<file path="config.mk">
export PLATFORM = sky130hd
export DESIGN_NAME = sacd_ram
export DESIGN_NICKNAME = d
export VERILOG_FILES = /design/src/hdl/set_assoc_cache_directory_assert.svh /design/src/hdl/sacd_ram.sv
export SDC_FILE = /design/constraint.sdc
export NUM_CORES = 1
export LEC_CHECK = 0
export ABC_CLOCK_PERIOD_IN_PS = 2200
export BUFFER_PORTS_ARGS = -buffer_cell sky130_fd_sc_hd__buf_2
export CAP_MARGIN = 20
export CELL_PAD_IN_SITES_DETAIL_PLACEMENT = 0
export CELL_PAD_IN_SITES_GLOBAL_PLACEMENT = 1
export CORE_UTILIZATION = 35
export CTS_BUF_LIST = sky130_fd_sc_hd__clkbuf_16
export DETAILED_ROUTE_END_ITERATION = 6
export PLACE_DENSITY_LB_ADDON = 0.25
export SLEW_MARGIN = 20
export SYNTH_ARGS = -nofsm -noshare
export SYNTH_HDL_FRONTEND = slang
export SYNTH_SLANG_ARGS = --single-unit
</file>
<file path="constraint.sdc">
create_clock -name clk -period 2.2 [get_ports clk]
set_input_delay 0.33 -clock clk [delete_from_list [all_inputs] [get_ports clk]]
set_output_delay 0.33 -clock clk [all_outputs]
set_load 0.005 [all_outputs]
</file>
<file path="src/hdl/set_assoc_cache_directory_assert.svh">
// Assertion macros for the cache directory.
// SACD_ASSERT checks a property with reset masking.
// SACD_ASSERT_ALWAYS checks a property at every rising clock edge.
`ifndef SET_ASSOC_CACHE_DIRECTORY_ASSERT_SVH
`define SET_ASSOC_CACHE_DIRECTORY_ASSERT_SVH

`ifndef NO_ASSERTIONS

`define SACD_ASSERT(lbl, clk, rst_n, prop, msg) \
  lbl: assert property (@(posedge clk) disable iff (!rst_n) prop) else $error(msg);

`define SACD_ASSERT_ALWAYS(lbl, clk, prop, msg) \
  lbl: assert property (@(posedge clk) prop) else $error(msg);

`else

`define SACD_ASSERT(lbl, clk, rst_n, prop, msg)

`define SACD_ASSERT_ALWAYS(lbl, clk, prop, msg)

`endif

`endif

</file>
<file path="src/hdl/sacd_ram.sv">
`default_nettype none

// Simple dual-port RAM, one write and one registered read per cycle.
module sacd_ram #(
  parameter int WIDTH = 8,
  parameter int DEPTH = 16
) (
  input  wire logic                     clk,
  input  wire logic                     wr_en,
  input  wire logic [$clog2(DEPTH)-1:0] wr_addr,
  input  wire logic [WIDTH-1:0]         wr_data,
  input  wire logic [$clog2(DEPTH)-1:0] rd_addr,
  output logic      [WIDTH-1:0]         rd_data
);

  logic [WIDTH-1:0] mem [DEPTH];

  always_ff @(posedge clk) begin
    if (wr_en) begin
      mem[wr_addr] <= wr_data;
    end
    rd_data <= mem[rd_addr];
  end

endmodule

`default_nettype wire

</file>
==> summary by stage <==
Run status
The run finished with clean final reports.

Placed design
The worst setup timing slack at the placement stage is 343 ps. The count of placed standard cells including taps is 448. The placed instances occupy a cell area of 0.00560 mm^2. Summed over all nets, the half-perimeter wirelength after detailed placement is 6.58 mm. The port buffer count is 25. The global placer's final weighted congestion is 0.699.

Pwr
The cell-internal power is 4.64 mW. Power spread over the standard cell area amounts to 941 mW/mm^2. The net switching fraction of the power is 19.8%.

The power after layout is 5.78 mW. The sequential cell fraction of total power is 50.4%. The maximum vdd drop is 0.599 mV.

The clock group share of total power is 45.0%. The analysis attributes to cell leakage a power of 2.10 nW. In this run the power spent charging and discharging nets is 1.14 mW. The combinational group share of total power is 4.6%.

Drt
The pre-antenna-repair detailed-routing pass consisted of 4 iterations. For this block, the via count after detailed routing is 2,389. The DRC violations left is 0.

The routed wire length is 10.3 mm. After the first detailed-routing iteration, the DRC count stood at 226. The detail route stage leaves a number of antenna-violating nets equal to 0. After detailed routing, the number of vias per cell comes to 4.98.

Dividing the detail-routed wire length by the instance count gives 21.4 um.

Cells and area
The fraction of layout cells with a size suffix above 1 is 31.0%. For this run, the post-layout net count is 305. The count of cells in the finished layout, fillers not included, comes to 480. The cell area after layout is 0.00615 mm^2.

0 antenna diodes ended up in the layout. Measured on the finished design, the core utilization comes to 43.6%. In the layout the commonest cells are sky130_fd_sc_hd__edfxtp_1 (128), sky130_fd_sc_hd__buf_2 (25), sky130_fd_sc_hd__buf_4 (23). The most common library cell in the layout ignoring fill and taps is sky130_fd_sc_hd__edfxtp_1.

The filler cell count is 1,227. From synthesis to final layout, the design area changed by 19.4%.

STA
For the pin with the worst max-slew slack, the measured transition is 433 ps. Based on the critical path, the design can be clocked at up to 0.699 GHz. Setup repair after global routing left no endpoint under its margin.

Between clock sinks in the finished design, the worst skew comes to 4.64 ps. The sum of negative setup slack is 0 ps. The final worst hold slack is 298 ps. Setup violations remaining at the end of the flow were counted as 0.

The number of max-slew violations in the final report was 0. The final critical-path required period is 1430 ps. The number of hold-slack violations in the final timing report was 0. The final clock period utilization by the worst path is 65.1%. Headroom to the max-slew limit came out at 71.1%. The final worst-path setup slack is 768 ps.

CTS
CTS built an H-tree with a depth of 4. The CTS tree is built. After clock tree synthesis, the flow added hold-fix buffers numbering 0.

The longest clock path from root to sink contains 2 buffers. The number of clock sinks is 136. The clock latency on the worst-skew pair is 410 ps. The number of buffers created by CTS is 17.

After clock tree synthesis, the clock-pin slew on the worst setup and hold paths is 60 ps. The post-CTS resize count is 0. After clock tree synthesis, the setup repair step added 0 buffers.

The cell sitting at the root of the clock tree is a sky130_fd_sc_hd__clkbuf_16.

Yosys
The synthesized netlist devotes 0% of its cell area to adder and majority cells. The fraction of synthesized cell area taken by the top area cell type is 74.7%. Averaged over all synthesized cells, the footprint is 22.5 um^2. The most area-hungry cell type in the Yosys netlist is sky130_fd_sc_hd__edfxtp_1. The proportion of synthesized chip area in sequential cells is 77.8%. The yosys synthesis warning count is 0. The gate count after technology mapping is 229. After synthesis, the largest family of logic cells by area is multiplexers. By area the synthesized netlist is led by sky130_fd_sc_hd__edfxtp_1 (75%), sky130_fd_sc_hd__mux4_2 (7.9%), sky130_fd_sc_hd__mux4_1 (7.1%). Synthesis instantiated 19 different standard cells from the library. The share of synthesized area spent on multiplexers is 15.0%. The number of synthesized register bits is 136. The post-synthesis xor/xnor area fraction is 0%.

The synthesized netlist occupies a cell area of 0.00515 mm^2. The number of nets handed over by synthesis was 247. After Yosys synthesis, and, or, nand and nor cells account for 3.18% of the synthesized area. The post-synthesis compound-gate area fraction is 2.33%.

Setup path
At the worst endpoint, the required time is 2500 ps. The endpoint class of the critical path is a flop. Data on the critical path arrives at its endpoint at 1730 ps. In this run the register-to-register setup slack is 880 ps. The number of cells traversed by the worst register-to-register path is 3. The endpoint of the worst-slack reg-to-reg timing path is rd_data[1]. The largest fanout of any net on the critical path is 27. The startpoint identified for the worst register-to-register timing path is mem[9][1]. The worst setup path is launched from a primary input. The critical path class is in2reg.

Worst hold path
The startpoint identified for the worst hold timing path is wr_data[7]. The end point of the most critical hold path is mem[2][7]. The worst hold-check path type is in2reg. The cell depth of the worst hold path is 1.

Job
The max-capacitance violation count is 0.

Die
The number of rows created at floorplan is 43. The floorplan step set the die width to 123 um. The die is 123 um tall. The number of primary I/O pins is 26. The die covers 0.0152 mm^2. The effective utilization at floorplan is 36.5%. The placeable core region is 0.0141 mm^2.

Global route
For met2 alone, demand over resource in global routing was 23.7%. The first global-routing pass estimated 15.8 mm of wire. The met3 track utilization from global routing is 5.21%. The total track usage is 15.6%. Entering global routing, the biggest net connects 28 pins. The initial antenna violation count was 2. In this run the most used layer during global routing was met2. The number of global-route vias before repair was 2,609. For this run, global-route usage on met1 was measured as 20.2%. The residual overflow from global routing is 0.
routing by layer:
metal / wire length, um / up-vias / share of wire [%]
li1: - / 1091 / -
met1: 4440 / 1212 / 43
met2: 4960 / 63 / 48
met3: 626 / 19 / 6.1
met4: 203 / 4 / 2.0
met5: 25 / - / 0.24
state kept, by name (all words and copies together), names as in the netlist:
| signal | cells |
|---|---|
| rd_data | 8 |
| mem | 128 |
cells by family after synthesis:
family          Yosys count
compound gates           16
buf+inv                  10
flops                   136
mux                      32
simple gates             35
worst max path at each step:
stage	startpoint	to	slack, ps
floorplan	wr_addr[2]	mem[0][0]	380
global placement	rd_addr[0]	rd_data[5]	360
detailed placement	rd_addr[0]	rd_data[5]	340
CTS	rd_addr[0]	rd_data[5]	780
global route	rd_addr[0]	rd_data[5]	690
finish	rd_addr[0]	rd_data[5]	770
power by group through the flow:
| stage | combinational, mW | sequential (mW) | clock (mW) |
|---|---|---|---|
| 3_5_place_dp | 0.275 | 2.97 | 0 |
| 2_1_floorplan | 0.147 | 2.96 | 0 |
| 5_1_grt | 0.298 | 2.92 | 2.74 |
| 4_1_cts | 0.275 | 2.92 | 2.66 |
| 3_3_place_gp | 0.270 | 2.97 | 0 |
| 6_report | 0.267 | 2.92 | 2.60 |
area by class of cell:
class,count,area (um^2),share of cell area (%)
Clock buffer,17,425,6.92
Multi-Input combinational cell,83,1060,17.2
Timing Repair Buffer,49,318,5.17
Tap cell,180,225,3.66
Clock inverter,15,119,1.93
Sequential cell,136,4000,65.1
synthesized netlist by cell type, drive strengths merged:
library cell   count
edfxtp           128
mux4              32
a22oi             16
nor2              13
nand2              9
dfxtp              8
buf                7
nor3               4
clkdlybuf4s25      3
nand2b             2
nand3b             2
and2               1
and2b              1
nand3              1
nor2b              1
or3b               1
critical path, stage by stage:
cell and delay (ps):
sky130_fd_sc_hd__buf_2 100, sky130_fd_sc_hd__buf_12 230, sky130_fd_sc_hd__buf_4 190, sky130_fd_sc_hd__mux4_1 540, sky130_fd_sc_hd__a22oi_1 220, sky130_fd_sc_hd__nand2_1 80
No activity file was read; power rests on OpenSTA's default activity.
